## src/sv/pcc_pkg.sv

```systemverilog
// ----------------------------------------------------------------------------
// Password composition checker package
// Types, codes, register defaults and small helper functions.
// ----------------------------------------------------------------------------
package pcc_pkg;

    localparam int MAX_LEN = 255;
    localparam logic [7:0] LEN_CAP = (MAX_LEN < 255) ? 8'(MAX_LEN) : 8'd255;

    localparam logic [7:0] MIN_LENGTH_FLOOR = 8'd5;
    localparam logic [2:0] CLASS_LIMIT      = 3'd4;

    localparam int CFG_IDX_W  = 3;
    localparam int CFG_DATA_W = 32;

    typedef logic [CFG_IDX_W-1:0] t_cfg_idx;
    localparam t_cfg_idx CFG_MIN_LENGTH        = 3'd0;
    localparam t_cfg_idx CFG_CLASS_CREDITS     = 3'd1;
    localparam t_cfg_idx CFG_MIN_CLASSES       = 3'd2;
    localparam t_cfg_idx CFG_MAX_SAME_RUN      = 3'd3;
    localparam t_cfg_idx CFG_MAX_MONOTONIC_RUN = 3'd4;
    localparam t_cfg_idx CFG_MAX_CLASS_RUN     = 3'd5;

    localparam logic [7:0]  RST_MIN_LENGTH    = 8'd9;
    localparam logic [31:0] RST_CLASS_CREDITS = 32'h0101_0101;

    typedef enum logic [1:0] {
        CLS_DIGIT = 2'd0,
        CLS_UPPER = 2'd1,
        CLS_LOWER = 2'd2,
        CLS_OTHER = 2'd3
    } t_cls;

    typedef enum logic [2:0] {
        V_PASS    = 3'd0,
        V_SIMPLE  = 3'd1,
        V_CLASSES = 3'd2,
        V_REPEAT  = 3'd3,
        V_MONO    = 3'd4
    } t_verdict;

    typedef struct packed {
        logic mono;
        logic same;
        logic cls;
    } t_fail;

    // Per-password totals handed from the byte stage to the verdict stage.
    typedef struct packed {
        logic [7:0]      len;
        logic [3:0][7:0] cnt;
        t_fail           fail;
    } t_snap;

    typedef struct packed {
        logic [7:0] run;
        logic       trip;
    } t_bump;

    function automatic t_cls class_of(input logic [7:0] c);
        if (c >= 8'h30 && c <= 8'h39) return CLS_DIGIT;
        if (c >= 8'h41 && c <= 8'h5A) return CLS_UPPER;
        if (c >= 8'h61 && c <= 8'h7A) return CLS_LOWER;
        return CLS_OTHER;
    endfunction

    // Extend a run by one; trip when the uncapped length passes a nonzero limit.
    function automatic t_bump bump(input logic [7:0] run, input logic [7:0] limit);
        logic [8:0] nx;
        t_bump      res;
        nx       = {1'b0, run} + 9'd1;
        res.trip = (limit != 8'd0) && (nx > {1'b0, limit});
        res.run  = nx[8] ? 8'hFF : nx[7:0];
        return res;
    endfunction

endpackage

```

## src/sv/pcc_in_if.sv

```systemverilog
// ----------------------------------------------------------------------------
// Password byte channel
// Valid/ready channel that carries one password byte and its final-byte flag.
// ----------------------------------------------------------------------------
interface pcc_in_if;
    logic       valid;
    logic       ready;
    logic [7:0] ch;
    logic       last;

    modport source (output valid, output ch, output last, input ready);
    modport sink   (input valid, input ch, input last, output ready);
endinterface

```

## src/sv/pcc_out_if.sv

```systemverilog
// ----------------------------------------------------------------------------
// Password verdict channel
// Valid/ready channel that carries the verdict and length of one password.
// ----------------------------------------------------------------------------
interface pcc_out_if;
    logic       valid;
    logic       ready;
    logic [2:0] verdict;
    logic [7:0] pw_length;

    modport source (output valid, output verdict, output pw_length, input ready);
    modport sink   (input valid, input verdict, input pw_length, output ready);
endinterface

```

## src/sv/password_composition_checker_core.sv

```systemverilog
// ----------------------------------------------------------------------------
// Password composition checker
// Streams a password byte by byte and reports its strength verdict.
// ----------------------------------------------------------------------------
// The block takes one password byte per cycle on i_in unless it stalls, and
// keeps per-password counts and run lengths in registers; every byte transfer
// updates them, so bytes may arrive back to back without a gap, also across
// the end of one password and the start of the next. The transfer of a byte
// flagged last hands the totals to a verdict register stage, which passes the
// verdict and password length on to the o_out result register. One finished
// password may wait in each of the two stages, so input stalls only when both
// are full and the result is not taken. The verdict is the first failure of:
// too simple, too few classes, repeated bytes, monotonic sequence. The user
// must write configuration through i_cfg_we / i_cfg_idx / i_cfg_wdata only
// while no password is in flight; the block itself does not enforce this.
module password_composition_checker_core
    import pcc_pkg::*;
(
    input  logic                  i_clk,
    input  logic                  i_rst_n,
    input  logic                  i_cfg_we,
    input  logic [CFG_IDX_W-1:0]  i_cfg_idx,
    input  logic [CFG_DATA_W-1:0] i_cfg_wdata,
    pcc_in_if.sink                i_in,
    pcc_out_if.source             o_out
);

    // Configuration registers.
    logic [7:0]  r_min_length;
    logic [31:0] r_class_credits;
    logic [2:0]  r_min_classes;
    logic [7:0]  r_max_same_run;
    logic [7:0]  r_max_mono_run;
    logic [7:0]  r_max_class_run;

    // Per-password state.
    logic [7:0]      r_byte_count, n_byte_count;
    logic [3:0][7:0] r_cls_cnt, n_cls_cnt;
    logic [7:0]      r_prev_ch;
    t_cls            r_prev_cls;
    logic [7:0]      r_cls_run, n_cls_run;
    logic [7:0]      r_same_run, n_same_run;
    logic [7:0]      r_up_run, n_up_run;
    logic [7:0]      r_down_run, n_down_run;
    t_fail           r_fail, n_fail;

    // Verdict stage and result register.
    logic     r_fin_valid;
    t_snap    r_fin;
    logic     r_out_valid;
    t_verdict r_verdict, n_verdict;
    logic [7:0] r_out_len;

    logic  w_in_accept;
    logic  w_fin_move;
    logic  w_first;
    t_cls  w_cls;
    t_bump w_cls_bump;
    t_bump w_same_bump;
    t_bump w_up_bump;
    t_bump w_down_bump;
    logic  w_step_up;
    logic  w_step_down;

    logic [7:0] w_base;
    logic [8:0] w_credit_sum;
    logic [2:0] w_present;
    logic [2:0] w_need;
    logic       w_short_req;
    logic       w_weak;
    logic [7:0] w_cr;
    logic [7:0] w_cnt;
    logic [7:0] w_take;
    logic [8:0] w_req;

    assign w_in_accept = i_in.valid && i_in.ready;
    assign w_fin_move  = r_fin_valid && (!r_out_valid || o_out.ready);
    assign i_in.ready  = !r_fin_valid || w_fin_move;

    assign o_out.valid     = r_out_valid;
    assign o_out.verdict   = r_verdict;
    assign o_out.pw_length = r_out_len;

    // ---------------- configuration ----------------
    always_ff @(posedge i_clk) begin
        if (!i_rst_n) begin
            r_min_length    <= RST_MIN_LENGTH;
            r_class_credits <= RST_CLASS_CREDITS;
            r_min_classes   <= 3'd0;
            r_max_same_run  <= 8'd0;
            r_max_mono_run  <= 8'd0;
            r_max_class_run <= 8'd0;
        end else if (i_cfg_we) begin
            unique case (i_cfg_idx)
                CFG_MIN_LENGTH:        r_min_length    <= i_cfg_wdata[7:0];
                CFG_CLASS_CREDITS:     r_class_credits <= i_cfg_wdata[31:0];
                CFG_MIN_CLASSES:       r_min_classes   <= i_cfg_wdata[2:0];
                CFG_MAX_SAME_RUN:      r_max_same_run  <= i_cfg_wdata[7:0];
                CFG_MAX_MONOTONIC_RUN: r_max_mono_run  <= i_cfg_wdata[7:0];
                CFG_MAX_CLASS_RUN:     r_max_class_run <= i_cfg_wdata[7:0];
                default: ;
            endcase
        end
    end

    // ---------------- per-byte update ----------------
    assign w_first = (r_byte_count == 8'd0);
    assign w_cls   = class_of(i_in.ch);

    // Steps compare as signed bytes, so there is no step across 0x7F / 0x80.
    assign w_step_up   = (i_in.ch == r_prev_ch + 8'd1) && (r_prev_ch != 8'h7F);
    assign w_step_down = (i_in.ch == r_prev_ch - 8'd1) && (r_prev_ch != 8'h80);

    assign w_cls_bump  = bump(r_cls_run, r_max_class_run);
    assign w_same_bump = bump(r_same_run, r_max_same_run);
    assign w_up_bump   = bump(r_up_run, r_max_mono_run);
    assign w_down_bump = bump(r_down_run, r_max_mono_run);

    always_comb begin
        n_fail = r_fail;

        for (int k = 0; k < 4; k++) begin
            n_cls_cnt[k] = r_cls_cnt[k];
            if ((w_cls == t_cls'(k)) && (r_cls_cnt[k] != 8'hFF)) begin
                n_cls_cnt[k] = r_cls_cnt[k] + 8'd1;
            end
        end

        if (!w_first && (w_cls == r_prev_cls)) begin
            n_cls_run  = w_cls_bump.run;
            n_fail.cls = r_fail.cls | w_cls_bump.trip;
        end else begin
            n_cls_run = 8'd1;
        end

        if (!w_first && (i_in.ch == r_prev_ch)) begin
            n_same_run  = w_same_bump.run;
            n_fail.same = r_fail.same | w_same_bump.trip;
        end else begin
            n_same_run = 8'd1;
        end

        n_up_run   = r_up_run;
        n_down_run = r_down_run;
        if (!w_first) begin
            if (w_step_up) begin
                n_up_run    = w_up_bump.run;
                n_down_run  = 8'd1;
                n_fail.mono = n_fail.mono | w_up_bump.trip;
            end else if (w_step_down) begin
                n_down_run  = w_down_bump.run;
                n_up_run    = 8'd1;
                n_fail.mono = n_fail.mono | w_down_bump.trip;
            end else begin
                n_up_run   = 8'd1;
                n_down_run = 8'd1;
            end
        end

        n_byte_count = (r_byte_count < LEN_CAP) ? r_byte_count + 8'd1 : r_byte_count;
    end

    always_ff @(posedge i_clk) begin
        if (!i_rst_n) begin
            r_byte_count <= 8'd0;
            r_cls_cnt    <= '0;
            r_prev_ch    <= 8'd0;
            r_cls_run    <= 8'd0;
            r_same_run   <= 8'd0;
            r_up_run     <= 8'd1;
            r_down_run   <= 8'd1;
            r_fail       <= '0;
        end else if (w_in_accept) begin
            if (i_in.last) begin
                r_byte_count <= 8'd0;
                r_cls_cnt    <= '0;
                r_prev_ch    <= 8'd0;
                r_cls_run    <= 8'd0;
                r_same_run   <= 8'd0;
                r_up_run     <= 8'd1;
                r_down_run   <= 8'd1;
                r_fail       <= '0;
            end else begin
                r_byte_count <= n_byte_count;
                r_cls_cnt    <= n_cls_cnt;
                r_prev_ch    <= i_in.ch;
                r_cls_run    <= n_cls_run;
                r_same_run   <= n_same_run;
                r_up_run     <= n_up_run;
                r_down_run   <= n_down_run;
                r_fail       <= n_fail;
            end
        end
    end

    // The previous class is only looked at once a byte of this password is in.
    always_ff @(posedge i_clk) begin
        if (w_in_accept) begin
            r_prev_cls <= w_cls;
        end
    end

    // ---------------- verdict stage ----------------
    always_ff @(posedge i_clk) begin
        if (!i_rst_n) begin
            r_fin_valid <= 1'b0;
        end else if (w_in_accept && i_in.last) begin
            r_fin_valid <= 1'b1;
        end else if (w_fin_move) begin
            r_fin_valid <= 1'b0;
        end
    end

    always_ff @(posedge i_clk) begin
        if (w_in_accept && i_in.last) begin
            r_fin.len  <= n_byte_count;
            r_fin.cnt  <= n_cls_cnt;
            r_fin.fail <= n_fail;
        end
    end

    // A nonnegative credit lets up to that many bytes of a class count twice;
    // a negative one asks for at least its magnitude of bytes of that class.
    always_comb begin
        w_base       = (r_min_length < MIN_LENGTH_FLOOR) ? MIN_LENGTH_FLOOR : r_min_length;
        w_credit_sum = 9'd0;
        w_present    = 3'd0;
        w_short_req  = 1'b0;
        w_cr         = 8'd0;
        w_cnt        = 8'd0;
        w_take       = 8'd0;
        w_req        = 9'd0;
        for (int k = 0; k < 4; k++) begin
            w_cr  = r_class_credits[8*k +: 8];
            w_cnt = r_fin.cnt[k];
            if (!w_cr[7]) begin
                w_take       = (w_cnt < w_cr) ? w_cnt : w_cr;
                w_credit_sum = w_credit_sum + {1'b0, w_take};
            end else begin
                w_req = 9'd0 - {w_cr[7], w_cr};
                if ({1'b0, w_cnt} < w_req) begin
                    w_short_req = 1'b1;
                end
            end
            if (w_cnt != 8'd0) begin
                w_present = w_present + 3'd1;
            end
        end

        w_need = (r_min_classes > CLASS_LIMIT) ? CLASS_LIMIT : r_min_classes;
        w_weak = r_fin.fail.cls || w_short_req
                 || ({2'b00, w_base} > ({1'b0, w_credit_sum} + {2'b00, r_fin.len}));

        if (w_weak) begin
            n_verdict = V_SIMPLE;
        end else if (w_present < w_need) begin
            n_verdict = V_CLASSES;
        end else if (r_fin.fail.same) begin
            n_verdict = V_REPEAT;
        end else if (r_fin.fail.mono) begin
            n_verdict = V_MONO;
        end else begin
            n_verdict = V_PASS;
        end
    end

    always_ff @(posedge i_clk) begin
        if (!i_rst_n) begin
            r_out_valid <= 1'b0;
        end else if (w_fin_move) begin
            r_out_valid <= 1'b1;
        end else if (o_out.ready) begin
            r_out_valid <= 1'b0;
        end
    end

    always_ff @(posedge i_clk) begin
        if (w_fin_move) begin
            r_verdict <= n_verdict;
            r_out_len <= r_fin.len;
        end
    end

endmodule

```

## src/flat_wrapper.sv

```systemverilog
// flat-port wrapper written by rule: the top's interface ports become plain ports
module password_composition_checker_core_flat import pcc_pkg::*;
  (i_clk, i_rst_n, i_cfg_we, i_cfg_idx, i_cfg_wdata, i_in_valid, i_in_ch, i_in_last, i_in_ready, o_out_valid, o_out_verdict, o_out_pw_length, o_out_ready);
  pcc_in_if i_in_i ();
  pcc_out_if o_out_i ();
  input  logic i_clk;
  input  logic i_rst_n;
  input  logic i_cfg_we;
  input  logic [CFG_IDX_W-1:0] i_cfg_idx;
  input  logic [CFG_DATA_W-1:0] i_cfg_wdata;
  input wire logic [$bits(i_in_i.valid)-1:0] i_in_valid;
  input wire logic [$bits(i_in_i.ch)-1:0] i_in_ch;
  input wire logic [$bits(i_in_i.last)-1:0] i_in_last;
  output wire logic [$bits(i_in_i.ready)-1:0] i_in_ready;
  output wire logic [$bits(o_out_i.valid)-1:0] o_out_valid;
  output wire logic [$bits(o_out_i.verdict)-1:0] o_out_verdict;
  output wire logic [$bits(o_out_i.pw_length)-1:0] o_out_pw_length;
  input wire logic [$bits(o_out_i.ready)-1:0] o_out_ready;
  assign i_in_i.valid = i_in_valid;
  assign i_in_i.ch = i_in_ch;
  assign i_in_i.last = i_in_last;
  assign i_in_ready = i_in_i.ready;
  assign o_out_valid = o_out_i.valid;
  assign o_out_verdict = o_out_i.verdict;
  assign o_out_pw_length = o_out_i.pw_length;
  assign o_out_i.ready = o_out_ready;
  password_composition_checker_core u_core (.i_clk(i_clk), .i_rst_n(i_rst_n), .i_cfg_we(i_cfg_we), .i_cfg_idx(i_cfg_idx), .i_cfg_wdata(i_cfg_wdata), .i_in(i_in_i), .o_out(o_out_i));
endmodule
```

## config.mk

```make
export PLATFORM = sky130hd
export DESIGN_NAME = password_composition_checker_core_flat
export DESIGN_NICKNAME = d
export VERILOG_FILES = /design/src/sv/pcc_pkg.sv /design/src/sv/pcc_in_if.sv /design/src/sv/pcc_out_if.sv /design/src/sv/password_composition_checker_core.sv /design/src/flat_wrapper.sv
export SDC_FILE = /design/constraint.sdc
export NUM_CORES = 1
export LEC_CHECK = 0
export BUFFER_PORTS_ARGS = -buffer_cell sky130_fd_sc_hd__buf_2
export CAP_MARGIN = 30
export CORE_MARGIN = 4
export CORE_UTILIZATION = 35
export CTS_CLUSTER_DIAMETER = 50
export DETAILED_ROUTE_END_ITERATION = 16
export PLACE_DENSITY = 0.58
export RECOVER_POWER = 100
export REMOVE_ABC_BUFFERS = 1
export SLEW_MARGIN = 20
export SYNTH_ARGS = -nofsm -noshare
export SYNTH_HDL_FRONTEND = slang
export SYNTH_SLANG_ARGS = --single-unit
```

## constraint.sdc

```tcl
create_clock -name i_clk -period 6.6 [get_ports i_clk]
set_input_delay 0.66 -clock i_clk [delete_from_list [all_inputs] [get_ports i_clk]]
set_output_delay 0.66 -clock i_clk [all_outputs]
set_load 0.01 [all_outputs]
```

# ---- Yosys cells after proc, flatten, opt, wreduce, memory -nomap -nowiden
# Cells that the tools add are included.
dict set report word_totals {
  reg_bits 208
  word_cells 216
  out_inout_bits 13
}
dict set report classes {
  eq_ne 19
  n_lt_le_gt_ge 23
  n_reduce_logical 45
  n_addsub 22
  n_bitwise 4
  muxes 70
}
# cell count
set ops {}
lappend ops {{$mux W8} 28}
lappend ops {{$reduce_bool A8 Y1} 7}
lappend ops {{$add A8 B1 Y8 const B} 6}
lappend ops {{$ne A8 B8 Y1 const B} 5}
lappend ops {{$add A8 B1 Y9 const B} 4}
lappend ops {{$gt A9 B8 Y1} 4}
lappend ops {{$lt A8 B9 Y1} 4}
lappend ops {{$sub A1 B8 Y9 const A} 4}
lappend ops {{$lt A8 B8 Y1} 4}
lappend ops {{$mux W32} 1}
lappend ops {{$mux W9} 3}
lappend ops {{$eq A8 B8 Y1} 3}
lappend ops {{$mux W1} 24}
lappend ops {{$add A9 B8 Y9} 2}
lappend ops {{$logic_and A1 B1 Y1} 18}
lappend ops {{$mux W3} 6}
lappend ops {{$ge A8 B7 Y1 const B} 2}
lappend ops {{$le A8 B7 Y1 const B} 2}
lappend ops {{$mux W2} 8}
lappend ops {{$reduce_and A2 Y1} 7}
lappend ops {{$add A9 B8 Y10} 1}
lappend ops {{$gt A8 B10 Y1} 1}
lappend ops {{$add A8 B8 Y9} 1}
lappend ops {{$ge A8 B6 Y1 const B} 1}
lappend ops {{other kinds (24)} 37}

# ---- Depth between registers and ports, before layout
dict set report depth {
  word_depth 13
  ltp_mapped 42
}

# ---- Worst setup path after synthesis
# Ideal clock, no wire load.
dict set report synth_timing {
  kind {register to register}
  start {register u_core.r_fin[12] in the netlist's numbering}
  end {register u_core.r_verdict[1] (netlist: u_core.o_out.verdict[1]) (data pin)}
  n_path_buf 1
  stages_incl_launch_ff 39
  t_arrival_ns 7.011
  synth_period_minus_slack_ns 7.266
  path_slack_ns -0.666
  cell_sequence {edfxtp_1 > ha_1 > a21o_1 > a21o_1 > a21oi_1 > o21ai_0 > o21ai_1 > clkbuf_1 > nand2_1 > o21ai_0 > ha_1 > inv_1 > fa_1 > o22ai_1 > inv_1 > fa_1 > o21ai_0 > xor2_1 > [... 3 more ...] > o31a_1 > o21ai_0 > nand2_1 > a21oi_1 > o21ba_2 > ha_1 > o21a_1 > nor2_1 > a21oi_1 > xnor2_1 > ha_1 > nand3_1 > nor3_1 > nor3_1 > a21oi_1 > a2111o_1 > mux2i_1 > and3b_1}
}
dict set report synth_via {
  elab_chain_cells 11
  elab_cells_between_ends 27
}
# element line_no
set synth_lines {}
lappend synth_lines {{start: declaration} password_composition_checker_core.sv:49} ;# t_snap r_fin;
lappend synth_lines {{$lt A8 B8 Y1} password_composition_checker_core.sv:237} ;# w_take = (w_cnt < w_cr) ? w_cnt : w_cr;
lappend synth_lines {{$mux W8} password_composition_checker_core.sv:237}
lappend synth_lines {{$add A8 B8 Y9} password_composition_checker_core.sv:238} ;# w_credit_sum = w_credit_sum + {1'b0, w_take};
lappend synth_lines {{$mux W9} password_composition_checker_core.sv:236} ;# if (!w_cr[7]) begin
lappend synth_lines {{$add A9 B8 Y9} password_composition_checker_core.sv:238}
lappend synth_lines {{$mux W9} password_composition_checker_core.sv:236}
lappend synth_lines {{$add A9 B8 Y9} password_composition_checker_core.sv:238}
lappend synth_lines {{$mux W9} password_composition_checker_core.sv:236}
lappend synth_lines {{$add A9 B8 Y10} password_composition_checker_core.sv:252} ;# || ({2'b00, w_base} > ({1'b0, w_credit_sum} + {2'b00, r_fin.len}));
lappend synth_lines {{$gt A8 B10 Y1} password_composition_checker_core.sv:252}
lappend synth_lines {{$logic_or A1 B1 Y1} password_composition_checker_core.sv:252}
lappend synth_lines {{end signal: assignment} password_composition_checker_core.sv:279} ;# r_verdict <= n_verdict;
lappend synth_lines {{end: declaration} password_composition_checker_core.sv:51} ;# t_verdict r_verdict, n_verdict;
# Several ways; a longest one is shown, not always the timed one.
# A chain may end at the register's enable or synchronous reset.

# ---- Final worst setup path
dict set report layout_timing {
  start {register u_core.r_fin[4] in the netlist's numbering}
  end {register u_core.r_verdict[1] (netlist: u_core.o_out.verdict[1]) (data pin)}
}
dict set report layout_via {
  elab_chain_cells 12
  elab_cells_between_ends 32
}
# element line_no
set layout_lines {}
lappend layout_lines {{$lt A8 B8 Y1} password_composition_checker_core.sv:237}
lappend layout_lines {{$mux W8} password_composition_checker_core.sv:237}
lappend layout_lines {{$mux W8} password_composition_checker_core.sv:236}
lappend layout_lines {{$add A8 B8 Y9} password_composition_checker_core.sv:238}
lappend layout_lines {{$mux W9} password_composition_checker_core.sv:236}
lappend layout_lines {{$add A9 B8 Y9} password_composition_checker_core.sv:238}
lappend layout_lines {{$mux W9} password_composition_checker_core.sv:236}
lappend layout_lines {{$add A9 B8 Y9} password_composition_checker_core.sv:238}
lappend layout_lines {{$mux W9} password_composition_checker_core.sv:236}
lappend layout_lines {{$add A9 B8 Y10} password_composition_checker_core.sv:252}
lappend layout_lines {{$gt A8 B10 Y1} password_composition_checker_core.sv:252}
lappend layout_lines {{$logic_or A1 B1 Y1} password_composition_checker_core.sv:252}
# Several ways; a longest one is shown, not always the timed one.

==> impl_metrics.csv <==
group,metric,value,unit
status,outcome,"finished with violations",
status,violations,"capacitance limit, slew limit, setup timing",
timing,fmax,138.0,MHz
timing,finClkSkew,0.01447,ns
grt,grt_max_degree,78,
cts,clk_latency,0.57,ns
layout,nNetsFinal,2131,
critical_path,worstSetupPathType,"flip-flop to flip-flop",
grt,grt_pass1_vias,12770,
cts,htree_levels,1,
cts,clk_path_buf_depth,3,
critical_path,cp-end-kind,"flip-flop",
routing,routed_wl,41620,um
die,initial_core_util,35.76,%
min_path,hold_class,"input port to flip-flop",
layout,synthToLayoutAreaGrowth,20.76,%
logic_synthesis,async_reset_ff_share,0,%
cts,clockRootBuffer,"clkbuf_16",
routing,firstDrtPassIters,5,
logic_synthesis,synthFlopType,"dfxtp_1",
routing,dr_total_vias,13230,
cts,cts.sinks,208,
critical_path,cp_common_cell,"ha_1",
layout,drive_above_1_share,16.41,%
timing,max_slew_margin,-80.09,%
placed_design,gp_congestion,0.9127,
die,rows,73,
placed_design,dp_slack,-0.9896,ns
layout,top_regs,"u_core.r_fin: 35 flops, u_core.r_class_credits: 32 flops, u_core.r_cls_cnt: 32 flops",
timing,min_period_over_period,109.8,%
routing,wl_per_cell,16.81,um
run,maxCapViolCount,5,
layout,largest_reg_flops,35,
critical_path,crit_arrival,7.57,ns
critical_path,setup.worst_path.start_class,"flip-flop",
logic_synthesis,ys_warn_count,0,
logic_synthesis,synth_seq_cells,208,
power_and_ir_drop,p_total,3.962,mW
logic_synthesis,synth_area,14340,um2
cts,clk_pin_slew,0.06,ns
grt,grt_overflow,0,
cts,holdBufCountCts,0,
routing,drt_iter0_markers,808,
logic_synthesis,syn_avg_cell_area,8.188,um2
timing,finalMaxSlewViolations,196,
die,io_pins,62,
logic_synthesis,synth_edf_count,56,
die,die_y,210.4,um
routing,viasPerCell,5.343,
logic_synthesis,ys_types,84,
critical_path,crit_buf_inv,1,
routing,drc,0,
cts,cts_buffers,31,
timing,setup_tns,-1.843,ns
timing,setup_ws,-0.6449,ns
timing,worst_pin_slew,2.687,ns
critical_path,worstPathRequired,6.93,ns
grt,grt_pass1_wl,66700,um
layout,antenna_cells,0,
grt,grt_util_all_layers,18.31,%
power_and_ir_drop,ir_worst_vdd,179.1,uV
logic_synthesis,yosysSeqAreaShare,32.95,%
critical_path,crit_fanout,4,
critical_path,cpPeakStageDelay,0.39,ns
logic_synthesis,synth_cells,1751,
placed_design,port-buffer-count,61,
critical_path,crit_slowest_cell,"edfxtp_1",
grt,antenna_found_initial,0,
timing,rsz0062_at_grt,"true",
timing,fin_crit,7.245,ns
timing,hold_viol_final,0,
die,design.die.area,44270,um2
layout,final_cell_mix,"nand2_1, a21oi_1, nor2_1",
timing,setup_viol,3,
critical_path,crit_family,"compound AO/OA/AOI/OAI gates",
power_and_ir_drop,leakage,7.228,nW
cts,tritoncts,"built",
die,core,40100,um2
layout,largest_register,"u_core.r_fin",
die,fp.dieW,210.4,um
power_and_ir_drop,powerDensity,228.8,nW/um2
placed_design,place_hpwl,30990,um
layout,final_common_cell,"nand2_1",
routing,antenna_left,0,
[tightest hold or removal path, delay by kind of cell]
kind | cells | cell delay, ns
AO/OA/AOI/OAI | 1 | 0.05
buffers and inverters | 1 | 0.09
AND/OR/NAND/NOR | 1 | 0.05
[routing by layer]
| metal | track usage [%] | wire (um) | up-vias |
|---|---|---|---|
| met5 | 0 | 0 | - |
| met4 | 6.014 | 1456 | 0 |
| met3 | 3.021 | 1903 | 79 |
| met2 | 30.06 | 18980 | 290 |
| met1 | 24.70 | 19280 | 6240 |
| li1 | - | - | 6616 |
[area by class of cell]
type	count	area [um2]
fill	3996	22780
multi-input combinational	1376	9151
sequential	208	4725
timing repair buffer	217	1440
clock buffer	33	783.3
tap	525	656.9
inverter	92	346.6
clock inverter	24	211.5
[through the flow]
step	instances	hold slack (ns)	util [%]	area, um2
6_report	2475	0.3319	43.18	17310
5_1_grt	2475	0.3261	43.18	17310
4_1_cts	2472	0.3066	43.21	17320
3_5_place_dp	2405	0.4478	40.09	16070
3_3_place_gp	2403	0.4388	40.05	16060
2_1_floorplan	1676	0.4307	-	14030
[cells in the mapped netlist (14+ instances only)]
master | number | share of area, %
xnor2_1 | 72 | 4.4
a22oi_1 | 21 | 1.1
nor3_1 | 36 | 1.3
nand3_1 | 55 | 1.9
edfxtp_1 | 56 | 12
or3_1 | 14 | 0.61
nand4_1 | 23 | 1.0
xor2_1 | 35 | 2.1
o21ai_0 | 91 | 3.2
nor2b_1 | 22 | 0.96
dfxtp_1 | 152 | 21
and3_1 | 25 | 1.1
a31oi_1 | 18 | 0.79
nor4_1 | 26 | 1.1
ha_1 | 152 | 13
nor2_1 | 153 | 4.0
a21oi_1 | 167 | 5.8
inv_1 | 89 | 2.3
nand2b_1 | 20 | 0.87
nand2_1 | 235 | 6.2
a21o_1 | 30 | 1.6
clkbuf_1 | 62 | 1.6
[power breakdown]
| part | leakage [nW] | internal (mW) | total [mW] | switching, mW |
|---|---|---|---|---|
| clock network | 0.479 | 0.919 | 1.58 | 0.664 |
| registers | 1.78 | 1.34 | 1.36 | 0.0231 |
| logic | 4.97 | 0.499 | 1.02 | 0.521 |
| total | 7.23 | 2.75 | 3.96 | 1.21 |
[cells by family after synthesis]
group,share of synthesized area [%]
multiplexers,1.772
adder cells (fa/ha/maj),13.82
buffers and inverters,4.564
XOR/XNOR,6.536
AND/OR/NAND/NOR,21.62
AO/OA/AOI/OAI,18.74
flip-flops,32.95
[path summary, 6_finish.rpt]
path,start,slack [ns],endpoint,cells after the start
max,u_core.r_fin[4],-0.64,u_core.o_out.verdict[1],36
min reg2reg,u_core.r_class_credits[19],0.46,u_core.r_class_credits[19],2
min,i_cfg_wdata[18],0.33,u_core.r_class_credits[18],3
max reg2reg,u_core.r_fin[4],-0.64,u_core.o_out.verdict[1],36
[what timing repair did]
item / in CTS / in global routing
gates resized for setup: 42 / 18
pin swaps: 37 / 15
endpoints found under the setup margin: 3 / 3
setup buffers: 10 / 3
(Power assumes the default switching activity.)
